$ cat src/rtl/encoder_dpad_scale_offset_ctrl_macros.svh
// Assertion macros shared by the encoder and pad controller RTL.
`ifndef ENCODER_DPAD_SCALE_OFFSET_CTRL_MACROS_SVH
`define ENCODER_DPAD_SCALE_OFFSET_CTRL_MACROS_SVH
`ifndef ASSERT_OFF
// Property that must hold at every edge out of reset
`define EDSOC_ASSERT(lbl, prop, msg) \
  lbl: assert property (@(posedge clk_i) disable iff (!rst_ni) (prop)) else $error(msg);
// Condition that must hold in the cycle after a trigger
`define EDSOC_ASSERT_NEXT(lbl, ante, cons, msg) \
  lbl: assert property (@(posedge clk_i) disable iff (!rst_ni) (ante) |=> (cons)) \
    else $error(msg);
`else
`define EDSOC_ASSERT(lbl, prop, msg)
`define EDSOC_ASSERT_NEXT(lbl, ante, cons, msg)
`endif
`endif

$ cat src/rtl/edsoc_pkg.sv
// Types, constants and the step table of the encoder and pad controller.
package edsoc_pkg;

  localparam int unsigned OffsetWidth  = 32;
  localparam int unsigned StepWidth    = OffsetWidth + 1;
  localparam int unsigned OutOffWidth  = 32;
  localparam int unsigned TimeWidth    = 32;
  localparam int unsigned MsWidth      = 16;
  localparam int unsigned ScaleWidth   = 6;
  localparam int unsigned ScaleCodes   = 1 << ScaleWidth;
  localparam int unsigned ModeWidth    = 2;
  localparam int unsigned CfgIdxWidth  = 8;
  localparam int unsigned CfgDataWidth = 16;
  localparam int unsigned FifoDepth    = 2;
  localparam int unsigned FifoPtrWidth = $clog2(FifoDepth);
  localparam int unsigned FifoCntWidth = $clog2(FifoDepth + 1);

  // Register reset values
  localparam logic [MsWidth-1:0]    HoldDelayRst  = MsWidth'(750);
  localparam logic [MsWidth-1:0]    RepeatRst     = MsWidth'(250);
  localparam logic [ScaleWidth-1:0] ScaleLimitRst = ScaleWidth'(35);

  // Adjust mode codes: bit 0 enables Y, bit 1 enables X
  localparam logic [ModeWidth-1:0] ModeNone = 2'd0;
  localparam logic [ModeWidth-1:0] ModeY    = 2'd1;
  localparam logic [ModeWidth-1:0] ModeX    = 2'd2;
  localparam logic [ModeWidth-1:0] ModeBoth = 2'd3;

  // Quadrature levels {A,B}
  localparam logic [1:0] AbRest = 2'b00;
  localparam logic [1:0] AbDec  = 2'b10;
  localparam logic [1:0] AbInc  = 2'b01;

  typedef enum logic [CfgIdxWidth-1:0] {
    RegHoldDelay      = 8'd0,
    RegRepeatInterval = 8'd1,
    RegScaleLimit     = 8'd2
  } cfg_reg_e;

  typedef enum logic [2:0] {
    DirNone,
    DirLeft,
    DirRight,
    DirUp,
    DirDown
  } dir_e;

  // Classified poll word passed from front to back
  typedef struct packed {
    logic [TimeWidth-1:0]  time_ms;
    dir_e                  dir;
    logic                  center;
    logic [StepWidth-1:0]  step;
    logic [ScaleWidth-1:0] scale_x;
    logic [ScaleWidth-1:0] scale_y;
    logic [ModeWidth-1:0]  mode;
  } cmd_t;

  typedef struct packed {
    logic [MsWidth-1:0]    hold_delay;
    logic [MsWidth-1:0]    repeat_interval;
    logic [ScaleWidth-1:0] scale_limit;
  } cfg_t;

  typedef logic [StepWidth-1:0] step_lut_t [ScaleCodes];

  // (1 << (c & 3)) * 10^(c >> 2), capped at 2^OffsetWidth (codes 39 and up saturate there)
  function automatic step_lut_t build_step_lut();
    step_lut_t   lut;
    logic [64:0] v;
    logic [64:0] cap;
    cap = 65'(1) << OffsetWidth;
    for (int c = 0; c < ScaleCodes; c++) begin
      v = 65'(1) << (c & 3);
      for (int d = 0; d < (c >> 2); d++) begin
        v = v * 65'd10;
      end
      if (v > cap) begin
        v = cap;
      end
      lut[c] = v[StepWidth-1:0];
    end
    return lut;
  endfunction

  localparam step_lut_t StepLut = build_step_lut();

  // Offset to output width, sign extended or truncated
  function automatic logic [OutOffWidth-1:0] offset_to_out(logic signed [OffsetWidth-1:0] v);
    logic signed [OffsetWidth+OutOffWidth-1:0] w;
    w = (OffsetWidth + OutOffWidth)'(v);
    return w[OutOffWidth-1:0];
  endfunction

endpackage

$ cat src/rtl/edsoc_if.sv
// Channel interfaces: poll words in, result words out, register writes.
interface edsoc_in_if import edsoc_pkg::*; ();
  logic                 valid;
  logic                 ready;
  logic [TimeWidth-1:0] time_ms;
  logic                 push_level;
  logic                 enc_a;
  logic                 enc_b;
  logic                 left_level;
  logic                 right_level;
  logic                 up_level;
  logic                 down_level;
  logic                 center_level;

  modport source (output valid, time_ms, push_level, enc_a, enc_b, left_level,
                  right_level, up_level, down_level, center_level, input ready);
  modport sink   (input valid, time_ms, push_level, enc_a, enc_b, left_level,
                  right_level, up_level, down_level, center_level, output ready);
endinterface

interface edsoc_out_if import edsoc_pkg::*; ();
  logic                          valid;
  logic                          ready;
  logic [ScaleWidth-1:0]         scale_x_code;
  logic [ScaleWidth-1:0]         scale_y_code;
  logic signed [OutOffWidth-1:0] offset_x_value;
  logic signed [OutOffWidth-1:0] offset_y_value;
  logic [ModeWidth-1:0]          mode_bits;

  modport source (output valid, scale_x_code, scale_y_code, offset_x_value,
                  offset_y_value, mode_bits, input ready);
  modport sink   (input valid, scale_x_code, scale_y_code, offset_x_value,
                  offset_y_value, mode_bits, output ready);
endinterface

interface edsoc_cfg_if import edsoc_pkg::*; ();
  logic                    valid;
  logic                    ready;
  logic [CfgIdxWidth-1:0]  index;
  logic [CfgDataWidth-1:0] data;

  modport source (output valid, index, data, input ready);
  modport sink   (input valid, index, data, output ready);
endinterface

$ cat src/rtl/edsoc_fifo.sv
// Short queue of classified poll words between front and back.
`include "encoder_dpad_scale_offset_ctrl_macros.svh"

module edsoc_fifo import edsoc_pkg::*; (
  input  logic clk_i,
  input  logic rst_ni,
  input  logic push_i,
  input  cmd_t wdata_i,
  input  logic pop_i,
  output cmd_t rdata_o,
  output logic full_o,
  output logic empty_o
);

  cmd_t                    mem_q [FifoDepth];
  logic [FifoPtrWidth-1:0] wptr_q, wptr_d;
  logic [FifoPtrWidth-1:0] rptr_q, rptr_d;
  logic [FifoCntWidth-1:0] cnt_q, cnt_d;

  assign full_o  = (cnt_q == FifoCntWidth'(FifoDepth));
  assign empty_o = (cnt_q == '0);
  assign rdata_o = mem_q[rptr_q];

  // Pointer and fill count
  always_comb begin
    wptr_d = wptr_q;
    rptr_d = rptr_q;
    cnt_d  = cnt_q;
    if (push_i) begin
      wptr_d = (wptr_q == FifoPtrWidth'(FifoDepth - 1)) ? '0 : wptr_q + 1'b1;
    end
    if (pop_i) begin
      rptr_d = (rptr_q == FifoPtrWidth'(FifoDepth - 1)) ? '0 : rptr_q + 1'b1;
    end
    if (push_i && !pop_i) begin
      cnt_d = cnt_q + 1'b1;
    end else if (pop_i && !push_i) begin
      cnt_d = cnt_q - 1'b1;
    end
  end

  always_ff @(posedge clk_i or negedge rst_ni) begin
    if (!rst_ni) begin
      wptr_q <= '0;
      rptr_q <= '0;
      cnt_q  <= '0;
    end else begin
      wptr_q <= wptr_d;
      rptr_q <= rptr_d;
      cnt_q  <= cnt_d;
    end
  end

  // Storage
  always_ff @(posedge clk_i) begin
    if (push_i) begin
      mem_q[wptr_q] <= wdata_i;
    end
  end

  `EDSOC_ASSERT(a_no_overflow, !(push_i && full_o), "queue written while full")
  `EDSOC_ASSERT(a_no_underflow, !(pop_i && empty_o), "queue read while empty")
  `EDSOC_ASSERT(a_cnt_in_range, cnt_q <= FifoCntWidth'(FifoDepth), "queue count out of range")

endmodule

$ cat src/rtl/edsoc_front.sv
// Front end: takes poll words, runs the encoder and classifies the pad.
`include "encoder_dpad_scale_offset_ctrl_macros.svh"

module edsoc_front import edsoc_pkg::*; (
  input  logic                  clk_i,
  input  logic                  rst_ni,
  edsoc_in_if.sink              in_i,
  input  logic [ScaleWidth-1:0] scale_limit_i,
  input  logic                  full_i,
  output logic                  push_o,
  output cmd_t                  cmd_o
);

  logic [ModeWidth-1:0]  mode_q, mode_d;
  logic                  latched_q, latched_d;
  logic [1:0]            last_ab_q, last_ab_d;
  logic [ScaleWidth-1:0] sx_q, sx_d;
  logic [ScaleWidth-1:0] sy_q, sy_d;
  logic                  pressed;
  logic [1:0]            ab;
  logic                  enc_dec;
  logic                  enc_inc;
  dir_e                  dir;

  assign in_i.ready = !full_i;
  assign push_o     = in_i.valid && !full_i;

  // Encoder: push edge steps the mode, detents step the enabled scales
  always_comb begin
    pressed   = !in_i.push_level;
    ab        = {in_i.enc_a, in_i.enc_b};
    mode_d    = mode_q;
    latched_d = pressed;
    last_ab_d = ab;
    sx_d      = sx_q;
    sy_d      = sy_q;
    if (pressed && !latched_q) begin
      mode_d = (mode_q == ModeY) ? ModeBoth : mode_q - 2'd1;
    end
    enc_dec = (last_ab_q == AbDec) && (ab == AbRest);
    enc_inc = (last_ab_q == AbInc) && (ab == AbRest);
    if (enc_dec) begin
      if (mode_d[0] && (sy_q != '0)) sy_d = sy_q - 1'b1;
      if (mode_d[1] && (sx_q != '0)) sx_d = sx_q - 1'b1;
    end else if (enc_inc) begin
      if (mode_d[0] && (sy_q < scale_limit_i)) sy_d = sy_q + 1'b1;
      if (mode_d[1] && (sx_q < scale_limit_i)) sx_d = sx_q + 1'b1;
    end
  end

  // Pad direction by priority
  always_comb begin
    priority if (!in_i.left_level)  dir = DirLeft;
    else if (!in_i.right_level)     dir = DirRight;
    else if (!in_i.up_level)        dir = DirUp;
    else if (!in_i.down_level)      dir = DirDown;
    else                            dir = DirNone;
  end

  // Classified word for the back end
  always_comb begin
    cmd_o.time_ms = in_i.time_ms;
    cmd_o.dir     = dir;
    cmd_o.center  = !in_i.center_level;
    cmd_o.scale_x = sx_d;
    cmd_o.scale_y = sy_d;
    cmd_o.mode    = mode_d;
    unique case (dir)
      DirLeft, DirRight: cmd_o.step = StepLut[sx_d];
      DirUp, DirDown:    cmd_o.step = StepLut[sy_d];
      default:           cmd_o.step = '0;
    endcase
  end

  always_ff @(posedge clk_i or negedge rst_ni) begin
    if (!rst_ni) begin
      mode_q    <= ModeBoth;
      latched_q <= 1'b0;
      last_ab_q <= AbRest;
      sx_q      <= '0;
      sy_q      <= '0;
    end else if (push_o) begin
      mode_q    <= mode_d;
      latched_q <= latched_d;
      last_ab_q <= last_ab_d;
      sx_q      <= sx_d;
      sy_q      <= sy_d;
    end
  end

  `EDSOC_ASSERT(a_mode_nonzero, mode_q != ModeNone, "adjust mode reached zero")
  `EDSOC_ASSERT_NEXT(a_idle_holds_mode, !push_o, $stable(mode_q) && $stable(sx_q),
    "encoder state moved without a word")

endmodule

$ cat src/rtl/edsoc_back.sv
// Back end: pad hold and repeat timing, saturating offsets, result register.
`include "encoder_dpad_scale_offset_ctrl_macros.svh"

module edsoc_back import edsoc_pkg::*; (
  input  logic      clk_i,
  input  logic      rst_ni,
  input  cfg_t      cfg_i,
  input  cmd_t      cmd_i,
  input  logic      cmd_valid_i,
  output logic      cmd_pop_o,
  edsoc_out_if.source out_o
);

  localparam logic signed [OffsetWidth-1:0] OffMax = {1'b0, {(OffsetWidth - 1){1'b1}}};
  localparam logic signed [OffsetWidth-1:0] OffMin = {1'b1, {(OffsetWidth - 1){1'b0}}};

  logic signed [OffsetWidth-1:0] offx_q, offx_d;
  logic signed [OffsetWidth-1:0] offy_q, offy_d;
  logic                          held_q, held_d;
  logic [TimeWidth-1:0]          press_q, press_d;
  logic [TimeWidth-1:0]          last_q, last_d;
  logic                          out_valid_q;
  logic [TimeWidth-1:0]          since_press;
  logic [TimeWidth-1:0]          since_step;
  logic                          due;

  // Add or subtract a step, clamped to the signed offset range
  function automatic logic signed [OffsetWidth-1:0] sat_step(
    logic signed [OffsetWidth-1:0] a, logic [StepWidth-1:0] s, logic sub);
    logic signed [OffsetWidth+1:0] sum;
    logic signed [OffsetWidth+1:0] se;
    se  = $signed({1'b0, s});
    sum = sub ? (OffsetWidth + 2)'(a) - se : (OffsetWidth + 2)'(a) + se;
    if (sum > (OffsetWidth + 2)'(OffMax)) begin
      return OffMax;
    end else if (sum < (OffsetWidth + 2)'(OffMin)) begin
      return OffMin;
    end
    return $signed(sum[OffsetWidth-1:0]);
  endfunction

  assign cmd_pop_o = cmd_valid_i && (!out_valid_q || out_o.ready);

  // Repeat window: open when nothing is held, else after hold and interval
  always_comb begin
    since_press = cmd_i.time_ms - press_q;
    since_step  = cmd_i.time_ms - last_q;
    due = !held_q ||
          ((since_press > TimeWidth'(cfg_i.hold_delay)) &&
           (since_step > TimeWidth'(cfg_i.repeat_interval)));
  end

  // Pad step and centre clear
  always_comb begin
    offx_d  = offx_q;
    offy_d  = offy_q;
    held_d  = held_q;
    press_d = press_q;
    last_d  = last_q;
    if (due) begin
      if (!held_q) press_d = cmd_i.time_ms;
      last_d = cmd_i.time_ms;
      held_d = 1'b1;
      unique case (cmd_i.dir)
        DirLeft:  offx_d = sat_step(offx_q, cmd_i.step, 1'b1);
        DirRight: offx_d = sat_step(offx_q, cmd_i.step, 1'b0);
        DirUp:    offy_d = sat_step(offy_q, cmd_i.step, 1'b0);
        DirDown:  offy_d = sat_step(offy_q, cmd_i.step, 1'b1);
        default:  held_d = 1'b0;
      endcase
    end
    if (cmd_i.center) begin
      offx_d = '0;
      offy_d = '0;
    end
  end

  always_ff @(posedge clk_i or negedge rst_ni) begin
    if (!rst_ni) begin
      offx_q  <= '0;
      offy_q  <= '0;
      held_q  <= 1'b0;
      press_q <= '0;
      last_q  <= '0;
    end else if (cmd_pop_o) begin
      offx_q  <= offx_d;
      offy_q  <= offy_d;
      held_q  <= held_d;
      press_q <= press_d;
      last_q  <= last_d;
    end
  end

  // Result register
  always_ff @(posedge clk_i or negedge rst_ni) begin
    if (!rst_ni) begin
      out_valid_q <= 1'b0;
    end else if (cmd_pop_o) begin
      out_valid_q <= 1'b1;
    end else if (out_o.ready) begin
      out_valid_q <= 1'b0;
    end
  end

  always_ff @(posedge clk_i) begin
    if (cmd_pop_o) begin
      out_o.scale_x_code   <= cmd_i.scale_x;
      out_o.scale_y_code   <= cmd_i.scale_y;
      out_o.offset_x_value <= $signed(offset_to_out(offx_d));
      out_o.offset_y_value <= $signed(offset_to_out(offy_d));
      out_o.mode_bits      <= cmd_i.mode;
    end
  end

  assign out_o.valid = out_valid_q;

  `EDSOC_ASSERT_NEXT(a_pop_loads_out, cmd_pop_o, out_valid_q, "popped word left no result")
  `EDSOC_ASSERT_NEXT(a_stall_holds_pad, !cmd_pop_o, $stable(offx_q) && $stable(held_q),
    "pad state moved without a word")

endmodule

$ cat src/rtl/encoder_dpad_scale_offset_ctrl.sv
// Top level of the encoder and direction pad controller.
//
//  port   dir  role                         width of word
//  in_i   in   poll word: time and pins     32 + 8 bits
//  out_o  out  result: scales, offsets, mode 6+6+32+32+2 bits
//  cfg_i  in   register write: index, data  8 + 16 bits
//
// One poll word per cycle while the queue has room; each accepted word passes
// through the queue, is popped by the back end and lands in the result register,
// where it is held valid until the receiver takes it.
// The front end runs the encoder state; the back end owns pad timing and offsets.
// A two-word queue lets the front keep taking words while the result waits;
// the poll input stalls only while the queue is full.
// Reset is immediate: no clearing pass. Register writes are always taken.
module encoder_dpad_scale_offset_ctrl import edsoc_pkg::*; (
  input  logic        clk_i,
  input  logic        rst_ni,
  edsoc_in_if.sink    in_i,
  edsoc_out_if.source out_o,
  edsoc_cfg_if.sink   cfg_i
);

  cfg_t cfg_q;
  cmd_t push_cmd;
  cmd_t pop_cmd;
  logic push;
  logic pop;
  logic full;
  logic empty;

  assign cfg_i.ready = 1'b1;

  // Configuration registers
  always_ff @(posedge clk_i or negedge rst_ni) begin
    if (!rst_ni) begin
      cfg_q.hold_delay      <= HoldDelayRst;
      cfg_q.repeat_interval <= RepeatRst;
      cfg_q.scale_limit     <= ScaleLimitRst;
    end else if (cfg_i.valid) begin
      unique case (cfg_reg_e'(cfg_i.index))
        RegHoldDelay:      cfg_q.hold_delay      <= cfg_i.data[MsWidth-1:0];
        RegRepeatInterval: cfg_q.repeat_interval <= cfg_i.data[MsWidth-1:0];
        RegScaleLimit:     cfg_q.scale_limit     <= cfg_i.data[ScaleWidth-1:0];
        default:           ;
      endcase
    end
  end

  edsoc_front u_front (
    .clk_i         (clk_i),
    .rst_ni        (rst_ni),
    .in_i          (in_i),
    .scale_limit_i (cfg_q.scale_limit),
    .full_i        (full),
    .push_o        (push),
    .cmd_o         (push_cmd)
  );

  edsoc_fifo u_fifo (
    .clk_i   (clk_i),
    .rst_ni  (rst_ni),
    .push_i  (push),
    .wdata_i (push_cmd),
    .pop_i   (pop),
    .rdata_o (pop_cmd),
    .full_o  (full),
    .empty_o (empty)
  );

  edsoc_back u_back (
    .clk_i       (clk_i),
    .rst_ni      (rst_ni),
    .cfg_i       (cfg_q),
    .cmd_i       (pop_cmd),
    .cmd_valid_i (!empty),
    .cmd_pop_o   (pop),
    .out_o       (out_o)
  );

endmodule

$ cat src/flat_wrapper.sv
// flat-port wrapper written by rule: the top's interface ports become plain ports
module encoder_dpad_scale_offset_ctrl_flat import edsoc_pkg::*;
  (clk_i, rst_ni, in_i_valid, in_i_time_ms, in_i_push_level, in_i_enc_a, in_i_enc_b, in_i_left_level, in_i_right_level, in_i_up_level, in_i_down_level, in_i_center_level, in_i_ready, out_o_valid, out_o_scale_x_code, out_o_scale_y_code, out_o_offset_x_value, out_o_offset_y_value, out_o_mode_bits, out_o_ready, cfg_i_valid, cfg_i_index, cfg_i_data, cfg_i_ready);
  edsoc_in_if in_i_i ();
  edsoc_out_if out_o_i ();
  edsoc_cfg_if cfg_i_i ();
  input  logic clk_i;
  input  logic rst_ni;
  input wire logic [$bits(in_i_i.valid)-1:0] in_i_valid;
  input wire logic [$bits(in_i_i.time_ms)-1:0] in_i_time_ms;
  input wire logic [$bits(in_i_i.push_level)-1:0] in_i_push_level;
  input wire logic [$bits(in_i_i.enc_a)-1:0] in_i_enc_a;
  input wire logic [$bits(in_i_i.enc_b)-1:0] in_i_enc_b;
  input wire logic [$bits(in_i_i.left_level)-1:0] in_i_left_level;
  input wire logic [$bits(in_i_i.right_level)-1:0] in_i_right_level;
  input wire logic [$bits(in_i_i.up_level)-1:0] in_i_up_level;
  input wire logic [$bits(in_i_i.down_level)-1:0] in_i_down_level;
  input wire logic [$bits(in_i_i.center_level)-1:0] in_i_center_level;
  output wire logic [$bits(in_i_i.ready)-1:0] in_i_ready;
  output wire logic [$bits(out_o_i.valid)-1:0] out_o_valid;
  output wire logic [$bits(out_o_i.scale_x_code)-1:0] out_o_scale_x_code;
  output wire logic [$bits(out_o_i.scale_y_code)-1:0] out_o_scale_y_code;
  output wire logic [$bits(out_o_i.offset_x_value)-1:0] out_o_offset_x_value;
  output wire logic [$bits(out_o_i.offset_y_value)-1:0] out_o_offset_y_value;
  output wire logic [$bits(out_o_i.mode_bits)-1:0] out_o_mode_bits;
  input wire logic [$bits(out_o_i.ready)-1:0] out_o_ready;
  input wire logic [$bits(cfg_i_i.valid)-1:0] cfg_i_valid;
  input wire logic [$bits(cfg_i_i.index)-1:0] cfg_i_index;
  input wire logic [$bits(cfg_i_i.data)-1:0] cfg_i_data;
  output wire logic [$bits(cfg_i_i.ready)-1:0] cfg_i_ready;
  assign in_i_i.valid = in_i_valid;
  assign in_i_i.time_ms = in_i_time_ms;
  assign in_i_i.push_level = in_i_push_level;
  assign in_i_i.enc_a = in_i_enc_a;
  assign in_i_i.enc_b = in_i_enc_b;
  assign in_i_i.left_level = in_i_left_level;
  assign in_i_i.right_level = in_i_right_level;
  assign in_i_i.up_level = in_i_up_level;
  assign in_i_i.down_level = in_i_down_level;
  assign in_i_i.center_level = in_i_center_level;
  assign in_i_ready = in_i_i.ready;
  assign out_o_valid = out_o_i.valid;
  assign out_o_scale_x_code = out_o_i.scale_x_code;
  assign out_o_scale_y_code = out_o_i.scale_y_code;
  assign out_o_offset_x_value = out_o_i.offset_x_value;
  assign out_o_offset_y_value = out_o_i.offset_y_value;
  assign out_o_mode_bits = out_o_i.mode_bits;
  assign out_o_i.ready = out_o_ready;
  assign cfg_i_i.valid = cfg_i_valid;
  assign cfg_i_i.index = cfg_i_index;
  assign cfg_i_i.data = cfg_i_data;
  assign cfg_i_ready = cfg_i_i.ready;
  encoder_dpad_scale_offset_ctrl u_core (.clk_i(clk_i), .rst_ni(rst_ni), .in_i(in_i_i), .out_o(out_o_i), .cfg_i(cfg_i_i));
endmodule
$ cat config.mk
export PLATFORM = sky130hd
export DESIGN_NAME = encoder_dpad_scale_offset_ctrl_flat
export DESIGN_NICKNAME = d
export VERILOG_FILES = /design/src/rtl/edsoc_pkg.sv /design/src/rtl/edsoc_if.sv /design/src/rtl/edsoc_fifo.sv /design/src/rtl/edsoc_front.sv /design/src/rtl/edsoc_back.sv /design/src/rtl/encoder_dpad_scale_offset_ctrl.sv /design/src/flat_wrapper.sv
export VERILOG_INCLUDE_DIRS = /design/src /design/src/rtl
export SDC_FILE = /design/constraint.sdc
export NUM_CORES = 1
export LEC_CHECK = 0
export ABC_CLOCK_PERIOD_IN_PS = 7400
export BUFFER_PORTS_ARGS = -buffer_cell sky130_fd_sc_hd__clkbuf_2
export CAP_MARGIN = 10
export CORE_ASPECT_RATIO = 0.5
export CORE_UTILIZATION = 40
export DETAILED_ROUTE_END_ITERATION = 7
export RECOVER_POWER = 100
export SYNTH_ARGS = -nofsm -noshare
export SYNTH_HDL_FRONTEND = slang
export SYNTH_SLANG_ARGS = --single-unit
$ cat constraint.sdc
create_clock -name clk_i -period 7.4 [get_ports clk_i]
set_input_delay 0.37 -clock clk_i [delete_from_list [all_inputs] [get_ports clk_i]]
set_output_delay 0.37 -clock clk_i [all_outputs]
set_load 0.05 [all_outputs]
==> impl_metrics.json, run 1 <==
{
  "grt_use_met2": 0.3927,
  "overflow": 0,
  "min_period_over_period": 0.9531,
  "ir_drop_v": 0.0002470,
  "viasPerCell": 5.796,
  "avgSynthCellArea_sq_um": 9.052,
  "grt_pass1_vias": 27170,
  "startpoint_type": "flop",
  "leakage_nw": 15.20,
  "ys_top_cells_by_area": "edfxtp_1 22%, dfrtp_1 13%, ha_1 10%",
  "muxShareOfSynthArea": 0.06408,
  "report.final.setup_viol": 0,
  "ys_warn_count": 0,
  "comb_power_share": 0.667,
  "synth_top_family_by_area": "compound AO/OA/AOI/OAI gates",
  "status": "complete, but fails checks",
  "clockPowerShare": 0.123,
  "rsz0062_at_grt": "no",
  "slew_headroom": -1.353,
  "fp.dieW_microns": 407,
  "drc_errors": 0,
  "clock.fmax_ghz": 0.1418,
  "ant_nets": 0,
  "power.share.sequential": 0.210,
  "synthAdderAreaFrac": 0.1070,
  "yosys.area_share.simple": 0.1506,
  "root_buffer": "clkbuf_16",
  "grt_pass1_wl_microns": 158900,
  "cts.sinks": 433,
  "synthFlopType": "edfxtp_1",
  "dieArea_sq_um": 83230,
  "grt_max_degree": 73,
  "pre_cts_ws_ns": 0.1920,
  "post_drt_wl_per_cell_microns": 21.07,
  "drv_slew": 502,
  "violations": "max-capacitance violations, max-slew violations",
  "final_core_util": 0.4545,
  "synth_compound_area_frac": 0.2193,
  "drive_gt1_frac": 0.08388,
  "grt_busiest_layer": "met2",
  "fin_skew_ns": 0.03309,
  "vias": 28280,
  "totalWireLength_microns": 102800,
  "max_cap_viol_count": 10,
  "initial_utilization": 0.4086,
  "synth_nets": 3970,
  "final-hold-violation-count": 0,
  "yosys.area.top_type": "edfxtp_1",
  "netSwitchingPower_mw": 9.874,
  "synthArstFlopShare": 0.4365,
  "cts_tree": "done",
  "setup_ws_ns": 0.3468,
  "area_growth_pct": 11.23,
  "post_cts_buffers": 0,
  "synth_xor_area_frac": 0.04138,
  "fp.dieH_microns": 204.5,
  "endpoint_kind": "flop",
  "hold_ws_ns": 0.02513,
  "synth_edf_count": 244,
  "p_int_mw": 9.250,
  "port-buffer-count": 148,
  "io_pins": 150,
  "hp-class": "input port to flop",
  "synthDominantCellAreaShare": 0.2233,
  "cp_max_fo": 29,
  "hpwl_microns": 77610,
  "power.density_nw_per_um2": 524.1,
  "synth_seq_cells": 433,
  "firstDrtPassIters": 7,
  "fin_setup_tns_ns": 0,
  "required_ns": 7.89,
  "grtUsageMet1": 0.3452,
  "postSynthCellCount": 3624,
  "clock_latency_ns": 0.63,
  "rows": 73,
  "grt_use_total": 0.2442,
  "sw_frac_of_total": 0.5163,
  "final_nets": 4101,
  "antenna_found_initial": 0,
  "worstMarginPinSlew_ns": 3.530,
  "drt-initial-drc-count": 2540,
  "synth_cell_types": 94,
  "clk_path_buf_depth": 3,
  "coreArea_sq_um": 80290,
  "ys_seq_area_frac": 0.3682,
  "globalRouteMet3Util": 0.03599,
  "arrival_ns": 7.54,
  "crit_type": "flop to flop",
  "syn_area_sq_um": 32810,
  "htreeDepth": 2,
  "p_total_mw": 19.12,
  "gp_congestion": 0.9493,
  "cts_buffers": 45,
  "clk_transition_reported_paths_ns": 0.06,
  "period_minus_slack_ns": 7.053
}
-- final timing paths --
check                                                startpoint                                   end  slack, ns  cells after the start
setup / recovery               u_core.u_fifo.rptr_q$_DFFE_PN0P_   u_core.u_back.offy_q[9]$_DFFE_PN0P_       0.35                     25
hold / removal                                    cfg_i_data[3]          u_core.cfg_q[25]$_DFFE_PN1P_       0.03                      3
setup reg to reg               u_core.u_fifo.rptr_q$_DFFE_PN0P_   u_core.u_back.offy_q[9]$_DFFE_PN0P_       0.35                     25
hold reg to reg            u_core.u_front.mode_q[1]$_DFFE_PN1P_  u_core.u_front.mode_q[1]$_DFFE_PN1P_       0.48                      2
max in group asynchronous                                rst_ni      u_core.u_fifo.rptr_q$_DFFE_PN0P_       2.38                      3
min in group asynchronous                                rst_ni    u_core.u_front.sy_q[1]$_DFFE_PN0P_       1.52                      2
-- per-stage QoR --
stage / cell area, sq um / instances
after floorplan: 32810 / 3624
after global placement: 34760 / 4749
after detailed placement: 34760 / 4749
after CTS: 36710 / 4878
after global routing: 36490 / 4878
final: 36490 / 4879
-- kinds of logic after synthesis --
| group | Yosys count |
|---|---|
| AO/OA/AOI/OAI | 1104 |
| XOR/XNOR | 155 |
| adder cells (fa/ha/maj) | 277 |
| buffers and inverters | 408 |
| flip-flops | 433 |
| multiplexers | 197 |
| other | 1 |
| AND/OR/NAND/NOR | 1049 |
-- state kept, by name, summed over array words and instances, names as in the netlist, 6 cells and up --
name	cells
u_core.u_front.sy_q	6
u_core.u_back.press_q	32
u_core.u_back.out_o.scale_x_code	6
u_core.u_back.out_o.offset_x_value	32
u_core.u_back.out_o.scale_y_code	6
u_core.cfg_q	38
u_core.u_back.last_q	32
u_core.u_back.offy_q	32
u_core.u_front.sx_q	6
u_core.u_back.offx_q	32
u_core.u_fifo.mem_q	166
u_core.u_back.out_o.offset_y_value	32
-- synth_stat cells (20+ instances only) --
cell,number
nand2_1,296
a21o_1,66
o21bai_1,22
xor2_1,41
and3_1,22
a211oi_1,69
a21oi_1,301
nand2b_1,53
edfxtp_1,244
o21a_1,24
nand3_1,56
o2bb2ai_1,20
inv_1,229
o211ai_1,45
a2111oi_0,22
xnor2_1,114
a31oi_1,35
mux2_2,96
or3_1,27
o31ai_1,20
o21ai_0,242
nor2_1,346
a22o_1,49
nor2b_1,30
o22ai_1,25
nand4_1,34
a211o_1,32
mux2i_1,93
clkbuf_1,135
dfrtp_1,171
ha_1,271
nor3_1,66
and2_1,24
-- power groups by stage --
stage               Sequential (mW)  Combinational (mW)  Clock, mW
finish                         4.02                12.7       2.35
floorplan                      4.58                8.62          0
CTS                            3.99                12.7       2.41
detailed placement             4.03                12.6          0
global placement               4.02                12.5          0
global route                   4.11                13.9       2.50
-- metal layers --
layer | up-vias | share of wire
li1 | 13540 | -
met1 | 13660 | 0.47
met2 | 939 | 0.45
met3 | 148 | 0.064
met4 | 0 | 0.023
met5 | - | 0
-- cell type report --
class / instances / area (sq um)
tap: 1087 / 1360
inverter: 238 / 894.6
sequential: 433 / 12080
multi-input combinational: 2783 / 19180
timing repair buffer: 254 / 1486
antenna: 1 / 2.502
clock inverter: 32 / 335.3
clock buffer: 51 / 1149
fill: 7776 / 43800
-- layout by cell type, fill, tap and decap left out, drive strengths merged, types with 41 or more instances in the layout --
cell         instances
nor2               346
a21oi              301
nand2              296
ha                 271
o21ai              248
edfxtp             244
inv                238
clkbuf             218
dfrtp              171
xnor2              114
mux2               104
mux2i               93
a211oi              69
a21o                66
nor3                66
nand3               57
nand2b              53
a22o                49
dlygate4sd3         46
o211ai              45
xor2                41
buf                 41
-- repair_timing --
item / CTS / global route
endpoints found under the hold margin: 129 / 0
hold buffers: 46 / 0
resized for setup: 0 / 4
endpoints found under the setup margin: 0 / 114
-- critical path: stages (launching register included) --
cell       delay, ns
dfrtp_4         0.53
mux2i_1         0.34
ha_1            0.26
inv_1           0.06
fa_1            0.40
a21o_1          0.23
a311oi_2        0.36
or2_2           0.22
nand2_1         0.08
and2_0          0.18
o21a_1          0.17
nor2_1          0.11
xnor2_1         0.15
ha_1            0.25
and3_1          0.16
a211oi_1        0.21
o21ai_0         0.11
o211ai_1        0.21
o2111ai_1       0.16
or4b_1          0.53
or4_1           0.56
or3_1           0.50
and3_2          0.39
and2_1          0.21
buf_4           0.25
a22o_1          0.27
No activity file was read; power rests on OpenSTA's default activity.
==> run 2: changes to the inputs <==
--- a/config.mk
+++ b/config.mk
@@ -10,6 +10,7 @@
 export BUFFER_PORTS_ARGS = -buffer_cell sky130_fd_sc_hd__clkbuf_2
 export CAP_MARGIN = 10
 export CORE_ASPECT_RATIO = 0.5
+export CORE_MARGIN = 2
 export CORE_UTILIZATION = 40
 export DETAILED_ROUTE_END_ITERATION = 7
 export RECOVER_POWER = 100
==> run 2 against run 1 <==
  * The run still ends with max-capacitance violations, max-slew violations left
  * Setup slack improved by 0.093 ns
  * Die area increased by 1.5%
  * Cell area is 0.49% higher
  * Register-to-register slack improved by 0.09 ns
  * Sequential share of layout area is 0.16 points lower
  * Combinational power barely moved
  * Clock skew shrank 0.012 ns
  * Core utilization shrank 0.39 points
  * Via count is 0.61% higher
  * Critical endpoint is now u_core.u_back.offy_q[3]$_DFFE_PN0P_
  * Largest power group unchanged
==> impl_metrics.json, run 2 (same netlist as run 1, synthesis figures left out) <==
{
  "status": "complete, but fails checks",
  "violations": "max-capacitance violations, max-slew violations",
  "io_pins": 150,
  "wl_met1_microns": 48730,
  "root_buffer": "clkbuf_16",
  "cp_max_fo": 32,
  "clock_latency_ns": 0.60,
  "pre_cts_ws_ns": 0.2052,
  "port-buffer-count": 148,
  "final_nets": 4120,
  "seqCellArea_sq_um": 12080,
  "initial_utilization": 0.4031,
  "coreArea_sq_um": 81390,
  "grt_use_total": 0.2380,
  "fp.dieW_microns": 409,
  "grt_pass1_wl_microns": 158600,
  "report.final.setup_viol": 0,
  "setup_ws_ns": 0.4402,
  "clk_path_buf_depth": 3,
  "rsz0062_at_grt": "no",
  "fillerInstances": 7861,
  "overflow": 0,
  "reg_top3": "u_core.u_fifo.mem_q: 166 flops, u_core.cfg_q: 38 flops",
  "endpoint_kind": "flop",
  "fin_setup_tns_ns": 0,
  "wl_met3_microns": 6143,
  "htreeDepth": 2,
  "gp_congestion": 0.9725,
  "drc_errors": 0,
  "hp-class": "input port to flop",
  "startpoint_type": "flop",
  "final-hold-violation-count": 0,
  "totalWireLength_microns": 103400,
  "min_period_over_period": 0.9405,
  "dpl_cell_area_sq_um": 34990,
  "clk_transition_reported_paths_ns": 0.07,
  "grt_max_degree": 130,
  "crit_type": "flop to flop",
  "ir_drop_v": 0.0002418,
  "required_ns": 7.93,
  "antenna_found_initial": 1,
  "multiInputGateArea_sq_um": 19170,
  "clock.fmax_ghz": 0.1437,
  "hpwl_microns": 78550,
  "hold_ws_ns": 0.02658,
  "cts.sinks": 433,
  "viasPerCell": 5.795,
  "drt-initial-drc-count": 2684,
  "largest_register_ffs": 166,
  "drv_slew": 292,
  "firstDrtPassIters": 6,
  "final_core_util": 0.4505,
  "period_minus_slack_ns": 6.960,
  "layout_common_cells": "345 x nor2_1, 301 x a21oi_1, 296 x nand2_1",
  "worstMarginPinSlew_ns": 4.133,
  "fp.dieH_microns": 206.5,
  "cp_slowest_cell": "or4_1",
  "fin_cells": 4910,
  "area_growth_pct": 11.77,
  "max_cap_viol_count": 6,
  "top_layer": "met4",
  "grt_pass1_vias": 26870,
  "power.density_nw_per_um2": 523.5,
  "slew_headroom": -1.755,
  "leakage_nw": 15.27,
  "fin_area_sq_um": 36670,
  "place_inst": 4783,
  "vias": 28450,
  "regMostFlops": "u_core.u_fifo.mem_q",
  "drive_gt1_frac": 0.08379,
  "fin_skew_ns": 0.02059,
  "ant_nets": 0,
  "cts_tree": "done",
  "arrival_ns": 7.49,
  "rows": 74,
  "dieArea_sq_um": 84460,
  "final_common_cell": "nor2_1",
  "p_total_mw": 19.20,
  "wl_met2_microns": 45730,
  "crit_path_max_incr_delay_ns": 0.59,
  "post_drt_wl_per_cell_microns": 21.05,
  "cts_buffers": 44
}
==> run 2: cell count changes in the layout (fill, tap and decap cells not counted), sizes merged <==
| cell | delta |
|---|---|
| buf | +18 |
| inv | -4 |
| clkbuf | +3 |
| clkinv | -1 |
==> run 2: area by class of cell <==
cell class | instances | share of cell area
Multi-Input combinational cell | 2783 | 0.5229
Sequential cell | 433 | 0.3295
Timing Repair Buffer | 274 | 0.04637
Tap cell | 1102 | 0.03760
Clock buffer | 52 | 0.03170
Inverter | 238 | 0.02440
Clock inverter | 27 | 0.007405
Antenna cell | 1 | 0.00006825
==> run 2: worst max-delay path: cells and delay by family (launching register included) <==
family / cells / cell delay (ns)
simple gates: 9 / 2.70
mux: 1 / 0.43
fa+ha+maj: 2 / 0.61
xor+xnor: 1 / 0.14
compound gates: 9 / 1.63
flops: 1 / 0.48
buf+inv: 4 / 0.86
==> run 2: path summary, 6_finish.rpt <==
check                                                     startpoint                              endpoint  slack (ns)  cells after the start
worst min register to register  u_core.u_back.last_q[30]$_DFFE_PN0P_  u_core.u_back.last_q[30]$_DFFE_PN0P_        0.49                      1
worst max register to register      u_core.u_fifo.rptr_q$_DFFE_PN0P_   u_core.u_back.offy_q[3]$_DFFE_PN0P_        0.44                     26
worst min-delay path                                   cfg_i_data[1]          u_core.cfg_q[23]$_DFFE_PN1P_        0.03                      3
worst max-delay path                u_core.u_fifo.rptr_q$_DFFE_PN0P_   u_core.u_back.offy_q[3]$_DFFE_PN0P_        0.44                     26
min in group asynchronous                                     rst_ni  u_core.u_back.offy_q[24]$_DFFE_PN0P_        1.77                      2
max in group asynchronous                                     rst_ni    u_core.u_front.sy_q[5]$_DFFE_PN0P_        3.27                      2
==> run 2: what timing repair did <==
action / CTS / global route
hold buffers: 46 / 0
setup endpoints to repair: 0 / 150
setup buffers: 0 / 1
endpoints found under the hold margin: 135 / 0
resized for setup: 0 / 5
==> run 2: metal layers <==
metal,track usage,up-vias
met5,0,-
met4,0.06510,0
met3,0.03418,164
met2,0.3808,919
met1,0.3365,13800
li1,-,13570
==> run 2: where the power goes <==
group	internal [mW]	switching [mW]
clock	1.27	1.02
combinational	4.51	8.38
sequential	3.55	0.458
total	9.34	9.86
